$ cat src/hw/rtl/lcrs_pkg.sv
`timescale 1ns / 1ps
`default_nettype none
// ----------------------------------------------------------------------------
// lcrs_pkg: shared widths, codes and types of the Laplacian residual stencil
// Field widths of the stream payloads, register indexes and the structs
// that pass between the control, the arithmetic pipeline and the queue.
// ----------------------------------------------------------------------------
package lcrs_pkg;

    localparam int SAMPLE_W   = 16;
    localparam int RES_W      = 48;
    localparam int IDX_W      = 6;
    localparam int LREG_W     = 7;
    localparam int COEF_W     = 16;
    localparam int CFG_ADDR_W = 2;
    localparam int CFG_DATA_W = 16;
    localparam int TDATA_W    = 64;
    localparam int PAD_W      = TDATA_W - RES_W - 2 * IDX_W;
    localparam int COL_LSB    = RES_W + IDX_W;

    // result queue
    localparam int QDEPTH = 4;
    localparam int QPTR_W = 2;
    localparam int QCNT_W = 3;

    // register indexes
    localparam logic [CFG_ADDR_W-1:0] REG_ROW_LENGTH   = 2'd0;
    localparam logic [CFG_ADDR_W-1:0] REG_ROW_COUNT    = 2'd1;
    localparam logic [CFG_ADDR_W-1:0] REG_ALONG_COEFF  = 2'd2;
    localparam logic [CFG_ADDR_W-1:0] REG_ACROSS_COEFF = 2'd3;

    localparam logic [LREG_W-1:0] ROW_LENGTH_RST = 7'd31;
    localparam logic [LREG_W-1:0] ROW_COUNT_RST  = 7'd31;
    localparam logic [COEF_W-1:0] COEFF_RST      = 16'd1024;

    // request kinds
    localparam logic ACTION_PUSH  = 1'b0;
    localparam logic ACTION_DRAIN = 1'b1;

    // 2.0 in Q.12, and the half step for rounding the Q.36 cube to Q.12
    localparam logic signed [36:0] TWO_Q12   = 37'sd8192;
    localparam logic signed [47:0] CUBE_HALF = 48'sd8388608;

    typedef struct packed {
        logic [IDX_W-1:0] row;
        logic [IDX_W-1:0] col;
        logic             last;
    } tag_t;

    typedef struct packed {
        logic signed [SAMPLE_W-1:0] up;
        logic signed [SAMPLE_W-1:0] mid;
        logic signed [SAMPLE_W-1:0] left;
        logic signed [SAMPLE_W-1:0] right;
        logic signed [SAMPLE_W-1:0] down;
        tag_t                       tag;
    } operands_t;

    typedef struct packed {
        logic signed [RES_W-1:0] residual;
        tag_t                    tag;
    } result_t;

endpackage
`default_nettype wire

$ cat src/hw/rtl/lcrs_datapath.sv
`timescale 1ns / 1ps
`default_nettype none
// ----------------------------------------------------------------------------
// lcrs_datapath: residual arithmetic pipeline
// Three register stages: second differences and square, cube and linear
// sum, rounding of the cube and final difference.
// ----------------------------------------------------------------------------
module lcrs_datapath (
    input  wire logic                               clk,
    input  wire logic                               rst_n,
    input  wire logic                               in_valid,
    input  wire lcrs_pkg::operands_t                ops,
    input  wire logic [lcrs_pkg::COEF_W-1:0]        along_coeff,
    input  wire logic [lcrs_pkg::COEF_W-1:0]        across_coeff,
    output logic                                    res_valid,
    output lcrs_pkg::result_t                       res,
    output logic [1:0]                              inflight
);

    logic signed [17:0] d_across;
    logic signed [17:0] d_along;
    logic signed [16:0] k_across;
    logic signed [16:0] k_along;
    logic signed [34:0] p_across;
    logic signed [34:0] p_along;
    logic signed [31:0] p_square;

    logic               c_valid_reg;
    logic signed [34:0] c_across_reg;
    logic signed [34:0] c_along_reg;
    logic signed [31:0] c_square_reg;
    logic signed [15:0] c_mid_reg;
    lcrs_pkg::tag_t     c_tag_reg;

    logic signed [47:0] c_cube;
    logic signed [36:0] c_lin;

    logic               d_valid_reg;
    logic signed [47:0] d_cube_reg;
    logic signed [36:0] d_lin_reg;
    lcrs_pkg::tag_t     d_tag_reg;

    logic signed [47:0] d_cube_biased;
    logic signed [23:0] d_cube_q12;
    logic signed [37:0] d_diff;

    logic               r_valid_reg;
    lcrs_pkg::result_t  r_res_reg;

    always_comb
    begin
        d_across = 18'(ops.up) + 18'(ops.down) - (18'(ops.mid) <<< 1);
        d_along  = 18'(ops.left) + 18'(ops.right) - (18'(ops.mid) <<< 1);
        k_across = signed'({1'b0, across_coeff});
        k_along  = signed'({1'b0, along_coeff});
        p_across = k_across * d_across;
        p_along  = k_along * d_along;
        p_square = ops.mid * ops.mid;
    end

    always_comb
    begin
        c_cube = c_square_reg * c_mid_reg;
        c_lin  = 37'(c_across_reg) + 37'(c_along_reg) + 37'(c_mid_reg) + lcrs_pkg::TWO_Q12;
    end

    // round to nearest, ties upward: add half and take the floor
    always_comb
    begin
        d_cube_biased = d_cube_reg + lcrs_pkg::CUBE_HALF;
        d_cube_q12    = d_cube_biased[47:24];
        d_diff        = 38'(d_lin_reg) - 38'(d_cube_q12);
    end

    always_ff @(posedge clk)
    begin
        c_across_reg <= p_across;
        c_along_reg  <= p_along;
        c_square_reg <= p_square;
        c_mid_reg    <= ops.mid;
        c_tag_reg    <= ops.tag;
        d_cube_reg   <= c_cube;
        d_lin_reg    <= c_lin;
        d_tag_reg    <= c_tag_reg;
        // the sum stays far inside the 48-bit range, so no clipping arises
        r_res_reg.residual <= 48'(d_diff);
        r_res_reg.tag      <= d_tag_reg;
    end

    always_ff @(posedge clk or negedge rst_n)
    begin
        if (!rst_n)
        begin
            c_valid_reg <= 1'b0;
            d_valid_reg <= 1'b0;
            r_valid_reg <= 1'b0;
        end
        else
        begin
            c_valid_reg <= in_valid;
            d_valid_reg <= c_valid_reg;
            r_valid_reg <= d_valid_reg;
        end
    end

    assign res_valid = r_valid_reg;
    assign res       = r_res_reg;
    assign inflight  = 2'(c_valid_reg) + 2'(d_valid_reg) + 2'(r_valid_reg);

endmodule
`default_nettype wire

$ cat config.mk
export PLATFORM = sky130hd
export DESIGN_NAME = lcrs_datapath
export DESIGN_NICKNAME = d
export VERILOG_FILES = /design/src/hw/rtl/lcrs_pkg.sv /design/src/hw/rtl/lcrs_datapath.sv
export SDC_FILE = /design/constraint.sdc
export NUM_CORES = 2
export LEC_CHECK = 0
export ABC_CLOCK_PERIOD_IN_PS = 8500
export BUFFER_PORTS_ARGS = -buffer_cell sky130_fd_sc_hd__buf_2
export CORE_MARGIN = 8
export CORE_UTILIZATION = 45
export DETAILED_ROUTE_END_ITERATION = 12
export PLACE_DENSITY_LB_ADDON = 0.3
export SKIP_LAST_GASP = 1
export SLEW_MARGIN = 20
export SYNTH_ARGS = -nofsm -noshare
export SYNTH_HDL_FRONTEND = slang
export SYNTH_SLANG_ARGS = --single-unit
$ cat constraint.sdc
create_clock -name clk -period 8.5 [get_ports clk]
set_input_delay 1.7 -clock clk [delete_from_list [all_inputs] [get_ports clk]]
set_output_delay 1.7 -clock clk [all_outputs]
set_load 0.03 [all_outputs]
==> qor.csv <==
metric,value,unit
DP Wirelength,130000,um
post-synthesis simple-gate area fraction,13.3,%
routed vias/inst,5.01,
Core Box Area,133000,um2
antenna violations before repair,5,
Util after Layout,51.5,%
crit end category,flip-flop,
crit path kind,input pin to flip-flop,
RSZ-0062 raised after global routing,yes,
vias,44118,
first-pass GRT wire length,254000,um
reg2reg end,d_cube_reg[46]$_DFF_P_,
fmax,109,MHz
synth top area cells,"fa_1, ha_1, inv_1, dfxtp_1, nand2_1",
clk_skew,0.0268,ns
failing checks,setup timing,
antenna violation net count after detailed routing,0,
"Reg clk slew, reported paths",0.07,ns
Post-Synthesis Cells,6517,
Fin Setup TNS,-12.17,ns
share of the synthesized area in the top cell type,45.2,%
WHS Endpoint,res[1]$_DFF_P_,
Avg WL per Cell,17.6,um
Post-Syn Area,60100,um2
CP max stage delay,0.55,ns
CTS root buffer,clkbuf_16,
Final setup viols,31,
Synth Area in Adders,56.3,%
dpl ws,-1.68,ns
CP max FO,7,
Yosys cell types,78,
Placed Cells,8692,
CP dominant cell by count,fa_1,
slowest CP cell,fa_1,
worst endpoint data arrival time,9.68,ns
gpl congestion,0.892,
row cnt,134,
status,"finished, violations left",
top-count cell post-synth,inv_1,
# clock sinks,258,
DR DRC count,0,
top cell type by total area after synthesis,fa_1,
Post-CTS Hold Buffers,0,
final hold vios,0,
Final Worst Setup Slack,-0.691,ns
Compound-Gate Fraction of Synth Area,6.22,%
clock latency on the worst-skew pair,0.63,ns
Synth Flop Type,dfxtp_1,
fillcell total,12424,
TritonCTS clock tree,built,
share of cells above drive strength 1,13.2,%
most frequent cells after synthesis,"inv_1, fa_1, nand2_1, ha_1, and2_1",
Hold Crit Depth,0,
Syn-to-layout area delta,14.0,%
Reg2Reg Setup Slack,1.03,ns
Worst-Margin Slew,1.05,ns
H-tree levels,1,
Mean Syn Cell Area,9.23,um2
max-cap viol count,0,
# port buffers,191,
num ports,192,
grt ovf,0,
total wire length,155000,um
first drt pass iteration count,5,
Worst Path Required,8.99,ns
Post-Synth XOR/XNOR Area,3.80,%
CTS Buffer Depth,3,
reg2reg start,c_mid_reg[1]$_DFF_P_,
max reg flops,51,
die width,382,um
fin cells,8801,
GRT Overall Usage,21.5,%
"Seq/Total Area, Yosys",8.61,%
Hold WC Path Type,flip-flop to flip-flop,
crit path time final,9.19,ns
Yosys reg bits,258,
Num CTS Buffers,31,
initial DRC count,2131,
Async SR Flop Fraction,1.16,%
largest family of logic cells by synthesized area,adder cells,
Die Y,382,um
vias in the first global route,49367,
Reg2Reg Depth,22,
min-delay src,d_tag_reg[1]$_DFF_P_,
"EDFF count, synth",0,
largest net degree at the start of global routing,40,
mux cell area share after synthesis,0.0541,%
Initial Util,45.2,%
nets,9016,
type of origin of the critical path,input pin,
relative max-transition margin,29.9,%
DIE AREA,146000,um2
Yosys Warn Count,0,
max-slew violations,0,
Final period util,108,%
critical path: cells and delay by family:
family          cells  cell delay (ns)
simple gates        6             1.37
compound gates     13             1.94
buf+inv             8             0.76
fa+ha+maj           9             3.91
cell usage in the layout, fill, tap and decap left out, types with 27 or more instances in the layout:
cell type	count
nor3_1	39
nor2_1	148
fa_1	1344
inv_1	1629
nand2_1	795
buf_4	435
clkbuf_16	33
ha_1	501
nor2b_1	42
a21o_1	107
xnor2_1	165
xor2_1	78
dfxtp_1	251
nand2b_1	64
o21a_1	27
buf_2	186
o21bai_1	30
and2_1	425
nand3_1	33
and3_1	31
o21ai_1	39
o21ai_0	39
a21oi_1	140
cells by family after synthesis:
kind of cell | Yosys count
xor gates and xnor gates | 261
other | 2
buffers and inverters | 1863
adders and majority gates | 1890
DFF | 258
muxes | 3
AOI/OAI and AO/OA | 565
and+or+nand+nor | 1675
final cells by class:
cell class / count / area [um2] / share of cell area [%]
repair buffers: 665 / 4910 / 7.17
well taps: 1768 / 2210 / 3.23
flip-flops and latches: 258 / 5180 / 7.56
inverters: 1653 / 6220 / 9.07
clock inverters: 19 / 225 / 0.329
multi-input cells: 4398 / 49000 / 71.4
clock buffers: 38 / 842 / 1.23
diodes: 2 / 5.00 / 0.00730
stage by stage:
| stage | hold WS [ns] | area, um2 |
|---|---|---|
| 3_3_place_gp | 0.310 | 66200 |
| 4_1_cts | 0.326 | 67600 |
| 2_1_floorplan | 0.310 | 60600 |
| 6_report | 0.325 | 68600 |
| 5_1_grt | 0.328 | 68600 |
| 3_5_place_dp | 0.312 | 66200 |
routing by layer:
layer,track usage [%],part of all wire (%)
met1,25.7,39
met4,6.81,3.8
met2,40.1,53
met3,2.65,4.6
met5,0,0
how the worst max path moves through the flow:
| stage | from | endpoint | slack [ns] |
|---|---|---|---|
| 3_3_place_gp | ops[62] | c_along_reg[34]$_DFF_P_ | -1.69 |
| 2_1_floorplan | ops[62] | c_along_reg[31]$_DFF_P_ | -1.0 |
| 6_report | ops[62] | c_along_reg[34]$_DFF_P_ | -0.69 |
| 5_1_grt | ops[62] | c_along_reg[34]$_DFF_P_ | -0.93 |
| 3_5_place_dp | ops[62] | c_along_reg[34]$_DFF_P_ | -1.68 |
| 4_1_cts | ops[62] | c_along_reg[31]$_DFF_P_ | -0.66 |
timing repair:
action	CTS	global route
gates resized for setup	42	149
buffers inserted	19	33
setup endpoints to repair	40	42
cloned	0	2
pin swaps	53	165
hold endpoints to repair	0	0
Power is left out: the tool's default activity adds up to more than one toggle a clock period on the data nets, which glitch-free logic cannot reach.
