--- src/hw/rtl/lcrs_pkg.sv ---
`timescale 1ns / 1ps
`default_nettype none
// ----------------------------------------------------------------------------
// lcrs_pkg: shared widths, codes and types of the Laplacian residual stencil
// Field widths of the stream payloads, register indexes and the structs
// that pass between the control, the arithmetic pipeline and the queue.
// ----------------------------------------------------------------------------
package lcrs_pkg;

    localparam int SAMPLE_W   = 16;
    localparam int RES_W      = 48;
    localparam int IDX_W      = 6;
    localparam int LREG_W     = 7;
    localparam int COEF_W     = 16;
    localparam int CFG_ADDR_W = 2;
    localparam int CFG_DATA_W = 16;
    localparam int TDATA_W    = 64;
    localparam int PAD_W      = TDATA_W - RES_W - 2 * IDX_W;
    localparam int COL_LSB    = RES_W + IDX_W;

    // result queue
    localparam int QDEPTH = 4;
    localparam int QPTR_W = 2;
    localparam int QCNT_W = 3;

    // register indexes
    localparam logic [CFG_ADDR_W-1:0] REG_ROW_LENGTH   = 2'd0;
    localparam logic [CFG_ADDR_W-1:0] REG_ROW_COUNT    = 2'd1;
    localparam logic [CFG_ADDR_W-1:0] REG_ALONG_COEFF  = 2'd2;
    localparam logic [CFG_ADDR_W-1:0] REG_ACROSS_COEFF = 2'd3;

    localparam logic [LREG_W-1:0] ROW_LENGTH_RST = 7'd31;
    localparam logic [LREG_W-1:0] ROW_COUNT_RST  = 7'd31;
    localparam logic [COEF_W-1:0] COEFF_RST      = 16'd1024;

    // request kinds
    localparam logic ACTION_PUSH  = 1'b0;
    localparam logic ACTION_DRAIN = 1'b1;

    // 2.0 in Q.12, and the half step for rounding the Q.36 cube to Q.12
    localparam logic signed [36:0] TWO_Q12   = 37'sd8192;
    localparam logic signed [47:0] CUBE_HALF = 48'sd8388608;

    typedef struct packed {
        logic [IDX_W-1:0] row;
        logic [IDX_W-1:0] col;
        logic             last;
    } tag_t;

    typedef struct packed {
        logic signed [SAMPLE_W-1:0] up;
        logic signed [SAMPLE_W-1:0] mid;
        logic signed [SAMPLE_W-1:0] left;
        logic signed [SAMPLE_W-1:0] right;
        logic signed [SAMPLE_W-1:0] down;
        tag_t                       tag;
    } operands_t;

    typedef struct packed {
        logic signed [RES_W-1:0] residual;
        tag_t                    tag;
    } result_t;

endpackage
`default_nettype wire

--- src/hw/rtl/lcrs_out_queue.sv ---
`timescale 1ns / 1ps
`default_nettype none
// ----------------------------------------------------------------------------
// lcrs_out_queue: result queue on the master side
// A small ring of results that decouples the pipeline from the consumer.
// ----------------------------------------------------------------------------
module lcrs_out_queue (
    input  wire logic                            clk,
    input  wire logic                            rst_n,
    input  wire logic                            push,
    input  wire lcrs_pkg::result_t               push_res,
    output logic                                 m_tvalid,
    input  wire logic                            m_tready,
    // residual[47:0], out_row[53:48], out_col[59:54], zero fill[63:60]
    output logic [lcrs_pkg::TDATA_W-1:0]         m_tdata,
    output logic                                 m_tlast,
    output logic [lcrs_pkg::QCNT_W-1:0]          count
);

    lcrs_pkg::result_t                 entry_reg [lcrs_pkg::QDEPTH];
    logic [lcrs_pkg::QPTR_W-1:0]       wr_ptr_reg;
    logic [lcrs_pkg::QPTR_W-1:0]       rd_ptr_reg;
    logic [lcrs_pkg::QCNT_W-1:0]       count_reg;
    logic [lcrs_pkg::QCNT_W-1:0]       count_next;
    logic                              pop;
    lcrs_pkg::result_t                 head;

    assign pop  = m_tvalid && m_tready;
    assign head = entry_reg[rd_ptr_reg];

    always_comb
    begin
        count_next = count_reg;
        if (push && !pop)
        begin
            count_next = count_reg + 1'b1;
        end
        else if (pop && !push)
        begin
            count_next = count_reg - 1'b1;
        end
    end

    always_ff @(posedge clk)
    begin
        if (push)
        begin
            entry_reg[wr_ptr_reg] <= push_res;
        end
    end

    always_ff @(posedge clk or negedge rst_n)
    begin
        if (!rst_n)
        begin
            wr_ptr_reg <= '0;
            rd_ptr_reg <= '0;
            count_reg  <= '0;
        end
        else
        begin
            if (push)
            begin
                wr_ptr_reg <= wr_ptr_reg + 1'b1;
            end
            if (pop)
            begin
                rd_ptr_reg <= rd_ptr_reg + 1'b1;
            end
            count_reg <= count_next;
        end
    end

    assign m_tvalid = (count_reg != '0);
    assign m_tdata  = {{lcrs_pkg::PAD_W{1'b0}}, head.tag.col, head.tag.row, head.residual};
    assign m_tlast  = head.tag.last;
    assign count    = count_reg;

    a_no_overflow: assert property (@(posedge clk) disable iff (!rst_n)
        push |-> (count_reg != lcrs_pkg::QCNT_W'(lcrs_pkg::QDEPTH)) || pop)
        else $error("result queue overflow");

endmodule
`default_nettype wire

--- config.mk ---
export PLATFORM = sky130hd
export DESIGN_NAME = lcrs_out_queue
export DESIGN_NICKNAME = d
export VERILOG_FILES = /design/src/hw/rtl/lcrs_pkg.sv /design/src/hw/rtl/lcrs_out_queue.sv
export SDC_FILE = /design/constraint.sdc
export NUM_CORES = 1
export LEC_CHECK = 0
export BUFFER_PORTS_ARGS = -buffer_cell sky130_fd_sc_hd__buf_4
export CAP_MARGIN = 5
export CORE_MARGIN = 2
export CORE_UTILIZATION = 55
export CTS_CLUSTER_DIAMETER = 120
export DETAILED_ROUTE_END_ITERATION = 8
export PLACE_DENSITY = 0.8
export SLEW_MARGIN = 5
export SYNTH_ARGS = -nofsm -noshare
export SYNTH_HDL_FRONTEND = slang
export SYNTH_SLANG_ARGS = --single-unit
--- constraint.sdc ---
create_clock -name clk -period 3 [get_ports clk]
set_input_delay 0.45 -clock clk [delete_from_list [all_inputs] [get_ports clk]]
set_output_delay 0.45 -clock clk [all_outputs]
set_load 0.03 [all_outputs]
==> results of run 1 <==
-- timing repair --
action	4_1_cts	5_1_grt
hold buffers	1	0
endpoints found under the setup margin	0	0
endpoints found under the hold margin	7	0
-- final timing paths --
check	from	to	slack, ns	cells after the start
max	rd_ptr_reg[0]	m_tdata[9]	0.15	3
min	push_res[53]	entry_reg[3][53]	0.14	1
max reg2reg	count[0]	count[2]	0.82	8
min reg2reg	count[2]	count[2]	0.51	1
max in group asynchronous	rst_n	rd_ptr_reg[0]	2.55	2
min in group asynchronous	rst_n	wr_ptr_reg[0]	0.31	2
-- final cells by class --
| class | count | area [sq um] |
|---|---|---|
| Timing Repair Buffer | 138 | 1080 |
| Sequential cell | 251 | 7510 |
| Fill cell | 1074 | 5300 |
| Tap cell | 220 | 275 |
| Inverter | 3 | 11.3 |
| Multi-Input combinational cell | 88 | 1610 |
| Clock inverter | 13 | 163 |
| Clock buffer | 30 | 644 |
-- power by group through the flow --
stage | sequential (mW) | clock, mW | combinational [mW]
final | 4.94 | 3.05 | 4.16
after CTS | 4.96 | 3.11 | 4.24
after detailed placement | 5.02 | 0 | 4.22
after global placement | 4.97 | 0 | 4.17
after floorplan | 4.84 | 0 | 3.05
after global routing | 5.01 | 3.23 | 4.41
-- synth_stat cells --
library cell / n
nor2_1: 1
conb_1: 1
mux4_1: 3
xnor2_1: 3
buf_6: 1
and2_1: 4
edfxtp_1: 244
buf_4: 4
or3_1: 1
ha_1: 5
buf_12: 6
xor2_1: 3
nand3_1: 1
dfrtp_1: 7
nand2_1: 2
mux2_2: 1
buf_2: 7
inv_1: 3
o21ai_0: 1
mux4_2: 58
fa_1: 1
-- per-stage QoR --
| step | util [%] | cell area, sq um | std cells | total power, mW | hold slack (ns) |
|---|---|---|---|---|---|
| floorplan | - | 9310 | 360 | 7.90 | 0.154 |
| global placement | 63.1 | 10500 | 699 | 9.14 | 0.267 |
| detailed placement | 63.1 | 10500 | 699 | 9.24 | 0.272 |
| CTS | 68.1 | 11300 | 743 | 12.3 | 0.122 |
| global route | 68.1 | 11300 | 743 | 12.7 | 0.124 |
| finish | 68.1 | 11300 | 743 | 12.2 | 0.140 |
-- per-layer routing --
metal	part of all wire (%)	vias up	global-route usage [%]
met5	0	-	0
met4	1.7	0	4.50
met3	7.5	25	4.91
met2	50	165	31.2
met1	40	2178	25.0
li1	-	1809	-
-- critical path, stage by stage (launching register included) --
cell and delay [ns]:
dfrtp_4 0.82, buf_4 0.33, mux4_2 0.53, buf_4 0.18
-- cell families after synthesis --
logic type | count (synthesis) | share of synthesized area [%]
mux | 62 | 15.0
flops | 251 | 80.7
fa+ha+maj | 6 | 0.888
simple gates | 9 | 0.511
xor+xnor | 6 | 0.565
buf+inv | 21 | 2.23
compound gates | 1 | 0.0538
other cells | 1 | 0.0403
==> results by group, run 1 <==
Placed design
  • I/O Buffers: 129
  • GPL Wtd Cong: 0.749
  • Post-Place Setup Slack: 0.627 ns
  • Post-DP HPWL: 9.77 mm

Clocking
  • Post-CTS resize count: 0
  • Total number of H-tree levels: 1
  • Post-CTS setup repair buffer count: 0
  • CTS tree: yes
  • Total CTS buffers: 25
  • Max clock buf depth: 3
  • Root Buffer: clkbuf_16
  • Clock Sinks: 251
  • Reg clk slew, reported paths: 0.06 ns
  • Skew-Pair Late Insertion Delay: 0.51 ns

Final layout
  • Synthesis-to-finish area growth: 21.4%
  • Final-stage net count: 578
  • Diode count: 0
  • Layout cells sized above 1: 44.9%
  • Commonest non-fill, non-tap cells in the layout: edfxtp_1, buf_4, mux4_2
  • Max reg flops: 244
  • Commonest non-fill, non-tap cell in the layout: edfxtp_1

Power and ir drop
  • Pwr/cell area: 1080 nW/um^2
  • Pint: 8.24 mW
  • Leak: 3.92 nW
  • Sw frac: 32.2%
  • Reg power frac: 40.6%
  • Sw power: 3.92 mW
  • Max VDD drop: 0.000767 V
  • Clock share of power: 25.1%
  • Comb power frac: 34.3%

GRT
  • Largest net degree at the start of global routing: 62
  • Initial antenna violation count: 0
  • First-pass GRT wire length: 25.2 mm
  • Gr usage total: 18.6%
  • Vias in the first global route: 4484
  • Grt ovf: 0

Yosys
  • Top cells by area, synth: edfxtp_1, mux4_2, dfrtp_1, buf_12, mux4_1
  • Seq cells post-synth: 251
  • Top cell type's share of synthesized area: 78.8%
  • Mean Syn Cell Area: 26.0 sq um
  • Netlist cell types: 21
  • Synthesized area: 9300 sq um
  • Sequential area share after synthesis: 80.7%
  • Largest area contributor in the netlist: edfxtp_1
  • Synthesis Warnings: 0
  • Synth Instances: 357

Timing
  • Setup total negative slack: 0 ns
  • Crit path time final: 2.85 ns
  • RSZ-0062 raised after global routing: no
  • Final hold vios: 0
  • Final worst slack: 0.149 ns
  • Worst Tran Pin Value: 0.939 ns
  • Relative slew slack: 37.4%
  • Fmax: 0.351 GHz
  • Fin. max-slew vios: 0
  • Tcrit/Tclk final: 95.0%
  • Layout Skew: 0.0195 ns
  • Final Setup Violations: 0

Die
  • Chip height: 134 um
  • Die X: 134 um
  • Die area: 18000 sq um
  • Core Region: 16600 sq um
  • Initial Utilization: 56.1%
  • Rows: 47
  • Top-level I/O count: 134

Job
  • Max_cap viols: 0

Critical path
  • CP Data Arrival Time: 2.40 ns
  • CP Capture Type: primary output
  • Setup Crit Path Kind: reg -> out
  • Startpoint type of the worst setup path: register
  • Critical Path RT: 2.55 ns
  • Critical-path maximum fanout: 28

Detailed routing
  • DRT Pass-1 Iters: 4
  • Antenna viol nets, final: 0
  • Post-route DRC: 0
  • DR WL/cell: 22.0 um
  • DR vias/cell: 5.62
  • Total wire length: 16.4 mm
  • DRT iter0 DRCs: 250
  • Via count: 4177

Run status
  • Run status: finished, final reports clean

Worst hold path
  • Hold/Removal Path Class: in -> reg
No activity file was read; power rests on OpenSTA's default activity.
==> run 2: changes to the inputs <==
TNS_END_PERCENT = 100   (was not set)
clock period = 3.1 ns   (was 3 ns; I/O delays follow)
==> results by group, run 2 (same netlist as run 1, synthesis figures left out) <==
Run status
  • Run status: finished, final reports clean

Final layout
  • Commonest non-fill, non-tap cell in the layout: edfxtp_1
  • Final Util: 68.3%
  • Max reg flops: 244
  • Commonest non-fill, non-tap cells in the layout: edfxtp_1, buf_4, mux4_2
  • Synthesis-to-finish area growth: 21.7%
  • Diode count: 0
  • Layout cells sized above 1: 45.5%
  • Final-stage net count: 575

Worst hold path
  • Hold path cells: 1
  • Hold/Removal Path Class: in -> reg

Timing
  • Final hold vios: 0
  • Crit path time final: 2.81 ns
  • Relative slew slack: 35.2%
  • RSZ-0062 raised after global routing: no
  • Fin. max-slew vios: 0
  • Setup total negative slack: 0 ns
  • Worst Tran Pin Value: 0.971 ns
  • Tcrit/Tclk final: 90.5%
  • Fmax: 0.356 GHz
  • Final Setup Violations: 0
  • Layout Skew: 0.00690 ns

Clocking
  • Root Buffer: clkbuf_16
  • Reg clk slew, reported paths: 0.06 ns
  • CTS tree: yes
  • Skew-Pair Late Insertion Delay: 0.51 ns
  • Total number of H-tree levels: 1
  • Total CTS buffers: 25
  • Max clock buf depth: 3
  • Post-CTS resize count: 0
  • Clock Sinks: 251

GRT
  • Largest net degree at the start of global routing: 62
  • Initial antenna violation count: 1
  • Vias in the first global route: 4500
  • First-pass GRT wire length: 24.9 mm
  • Grt ovf: 0
  • Gr usage total: 18.3%

Die
  • Chip height: 134 um
  • Rows: 47
  • Top-level I/O count: 134
  • Die X: 134 um
  • Initial Utilization: 56.1%
  • Core Region: 16600 sq um
  • Die area: 18000 sq um

Job
  • Max_cap viols: 0

Power and ir drop
  • Pwr/cell area: 1050 nW/um^2
  • Sw frac: 31.9%
  • Max VDD drop: 0.000761 V
  • Leak: 3.94 nW
  • Comb power frac: 33.6%
  • Clock share of power: 26.5%
  • Power Total: 11.9 mW
  • Pint: 8.13 mW
  • Sw power: 3.81 mW
  • Reg power frac: 39.9%

Critical path
  • Bufs and invs on worst path: 2
  • CP cell instances: buf_12, mux4_1, buf_4
  • Critical Path RT: 2.63 ns
  • Critical Path Stages: 3
  • Setup Crit Path Kind: reg -> out
  • Startpoint type of the worst setup path: register
  • Crit-path leading delay family: flip-flops
  • Reg2Reg Depth: 8
  • Max incr delay on CP: 0.69 ns
  • CP Capture Type: primary output
  • Worst path slowest cell: dfrtp_4
  • Critical-path maximum fanout: 32
  • CP Data Arrival Time: 2.34 ns

Detailed routing
  • Total wire length: 16.0 mm
  • Antenna viol nets, final: 0
  • Post-route DRC: 0
  • Via count: 4154
  • DRT iter0 DRCs: 231
  • DR vias/cell: 5.59
  • DR WL/cell: 21.6 um
  • DRT Pass-1 Iters: 4

Placed design
  • Post-DP HPWL: 9.22 mm
  • I/O Buffers: 129
  • GPL Wtd Cong: 0.707
==> run 2: changes by cell type in the layout (fill, tap and decap cells not counted), sizes merged <==
cell / before / now
buf: 137 / 134
bufinv: 4 / 6
clkbuf: 30 / 27
clkinv: 9 / 12
inv: 3 / 4
==> run 2: power groups by stage <==
stage               logic, mW  registers, mW  clock network, mW
finish                   4.01           4.76               3.16
global route             4.25           4.84               3.34
CTS                      4.08           4.78               3.23
detailed placement       4.06           4.85                  0
global placement         4.02           4.79                  0
floorplan                2.96           4.69                  0
==> run 2: per-stage QoR <==
stage | hold slack [ns] | instance area, sq um | setup WS (ns) | cells
global route | 0.127 | 11300 | 0.152 | 743
finish | 0.152 | 11300 | 0.294 | 743
CTS | 0.133 | 11300 | 0.236 | 743
floorplan | 0.169 | 9310 | 0.616 | 360
detailed placement | 0.283 | 10400 | 0.795 | 696
global placement | 0.283 | 10400 | 0.783 | 696
==> run 2: repair_timing <==
item,CTS,global route
endpoints found under the hold margin,7,0
hold buffers,1,0
setup buffers,0,0
==> run 2: cell type report <==
type	instances	area [sq um]
multi-input combinational	88	1610
fill	1045	5260
timing repair buffer	135	1040
sequential	251	7510
clock inverter	19	243
tap	220	275
clock buffer	27	633
inverter	3	11.3
==> run 2: per-layer routing <==
metal / global-route usage [%] / up-vias / routed length (um)
met4: 3.98 / 2 / 253
met2: 31.7 / 141 / 7980
li1: - / 1804 / -
met3: 4.91 / 26 / 1160
met5: 0 / - / 13
met1: 23.6 / 2181 / 6610
==> run 2: worst paths after layout <==
path	from	to	slack (ns)
worst max register to register	count[0]	count[2]	0.92
worst min-delay path	push_res[37]	entry_reg[2][37]	0.15
worst max-delay path	rd_ptr_reg[0]	m_tdata[38]	0.29
worst min register to register	wr_ptr_reg[0]	wr_ptr_reg[0]	0.53
max in group asynchronous	rst_n	rd_ptr_reg[0]	2.65
min in group asynchronous	rst_n	wr_ptr_reg[0]	0.30
==> run 2: worst register-to-register path: cells and delay by family (launching register included) <==
family | cells | cell delay (ns)
xor+xnor | 2 | 0.35
flops | 1 | 0.43
fa+ha+maj | 2 | 0.58
simple gates | 3 | 0.68
buf+inv | 1 | 0.06
==> run 3: changes to the inputs <==
CORE_UTILIZATION = 56   (was 55)
PLACE_DENSITY = 0.81   (was 0.8)
REMOVE_ABC_BUFFERS = 1   (was not set)
==> results by group, run 3 (same netlist as run 1, synthesis figures left out) <==
Run status
  • Run status: finished, final reports clean

GRT
  • Initial antenna violation count: 1
  • Grt ovf: 0
  • Vias in the first global route: 4377
  • Gr usage total: 18.0%
  • First-pass GRT wire length: 24.2 mm
  • Largest net degree at the start of global routing: 62

Detailed routing
  • Via count: 4071
  • DRT iter0 DRCs: 259
  • Antenna viol nets, final: 0
  • DR WL/cell: 21.1 um
  • DR vias/cell: 5.50
  • DRT Pass-1 Iters: 4
  • Post-route DRC: 0
  • Total wire length: 15.6 mm

Die
  • Die area: 17600 sq um
  • Core Region: 16400 sq um
  • Rows: 47
  • Top-level I/O count: 134
  • Initial Utilization: 56.7%
  • Die X: 133 um
  • Chip height: 133 um

Final layout
  • Commonest non-fill, non-tap cells in the layout: edfxtp_1, buf_4, mux4_2
  • Max reg flops: 244
  • Commonest non-fill, non-tap cell in the layout: edfxtp_1
  • Final-stage net count: 573
  • Final Util: 68.4%
  • Synthesis-to-finish area growth: 20.7%
  • Layout cells sized above 1: 44.3%
  • Fillers: 1006

Power and ir drop
  • Pwr/cell area: 1040 nW/um^2
  • Max VDD drop: 0.000963 V
  • Power Total: 11.6 mW
  • Leak: 3.88 nW

Timing
  • Final hold vios: 0
  • Hold slack: 0.158 ns
  • Relative slew slack: 37.6%
  • Worst Tran Pin Value: 0.936 ns
  • Final Setup Violations: 0
  • Layout Skew: 0.0140 ns
  • Setup total negative slack: 0 ns
  • Final worst slack: 0.552 ns
  • Crit path time final: 2.55 ns
  • Fmax: 0.392 GHz
  • Tcrit/Tclk final: 82.2%
  • RSZ-0062 raised after global routing: no
  • Fin. max-slew vios: 0

Critical path
  • CP cell instances: buf_12, mux4_1, buf_4
  • CP Data Arrival Time: 2.08 ns
  • Max incr delay on CP: 0.64 ns
  • Critical-path maximum fanout: 35
  • Crit-path leading delay family: multiplexers
  • Critical Path RT: 2.63 ns
  • CP Capture Type: primary output
  • Startpoint type of the worst setup path: register
  • Bufs and invs on worst path: 2
  • Setup Crit Path Kind: reg -> out
  • Worst path slowest cell: mux4_1

Clocking
  • Reg clk slew, reported paths: 0.06 ns
  • Skew-Pair Late Insertion Delay: 0.50 ns
  • CTS tree: yes
  • Clock Sinks: 251
  • Total number of H-tree levels: 1
  • Max clock buf depth: 3
  • Total CTS buffers: 24
  • Root Buffer: clkbuf_16

Job
  • Max_cap viols: 0

Placed design
  • Post-Place Setup Slack: 0.896 ns
  • Post-DP HPWL: 8.69 mm
  • GPL Wtd Cong: 0.690
  • I/O Buffers: 129

Worst hold path
  • Hold/Removal Path Class: in -> reg
run 3: final timing paths:
| check | from | endpoint | slack [ns] | cells past startpoint |
|---|---|---|---|---|
| min | push_res[60] | entry_reg[0][60] | 0.16 | 1 |
| max reg2reg | count[0] | count[2] | 0.84 | 8 |
| max in group asynchronous | rst_n | rd_ptr_reg[0] | 2.62 | 2 |
| min reg2reg | count[2] | count[2] | 0.53 | 1 |
| max | rd_ptr_reg[0] | m_tdata[40] | 0.55 | 3 |
| min in group asynchronous | rst_n | count[1] | 0.33 | 2 |
run 3: area by class of cell:
cell class	instances	area, sq um	share of cell area (%)
sequential	251	7510	66.9
multi-input combinational	88	1610	14.3
timing repair buffer	134	1030	9.21
clock buffer	30	644	5.74
tap	220	275	2.45
clock inverter	13	135	1.20
inverter	3	11.3	0.100
antenna	1	2.50	0.0223
run 3: metal layers:
metal | track usage, % | up-vias | share of wire (%) | wire length (um)
met5 | 0 | - | 0 | 0
met4 | 5.08 | 0 | 2.1 | 329
met3 | 4.18 | 29 | 6.4 | 991
met2 | 29.1 | 136 | 49 | 7650
met1 | 25.3 | 2110 | 42 | 6620
li1 | - | 1796 | - | -
run 3: timing repair:
item	CTS	global route
buffers inserted	0	0
hold endpoints to repair	7	0
gates resized for setup	0	0
setup endpoints to repair	0	0
hold buffers	1	0
run 3: per-stage QoR:
| step | cell area, sq um | instances |
|---|---|---|
| finish | 11200 | 740 |
| global route | 11200 | 739 |
| CTS | 11200 | 739 |
| detailed placement | 10400 | 695 |
| global placement | 10400 | 695 |
| floorplan | 9110 | 342 |
run 3: power breakdown:
group	internal, mW	leakage [nW]	total (mW)	switching [mW]
Sequential	4.46	2.32	4.63	0.170
Clock	1.72	0.378	2.86	1.14
Combinational	1.69	1.18	4.13	2.44
Total	7.86	3.88	11.6	3.75
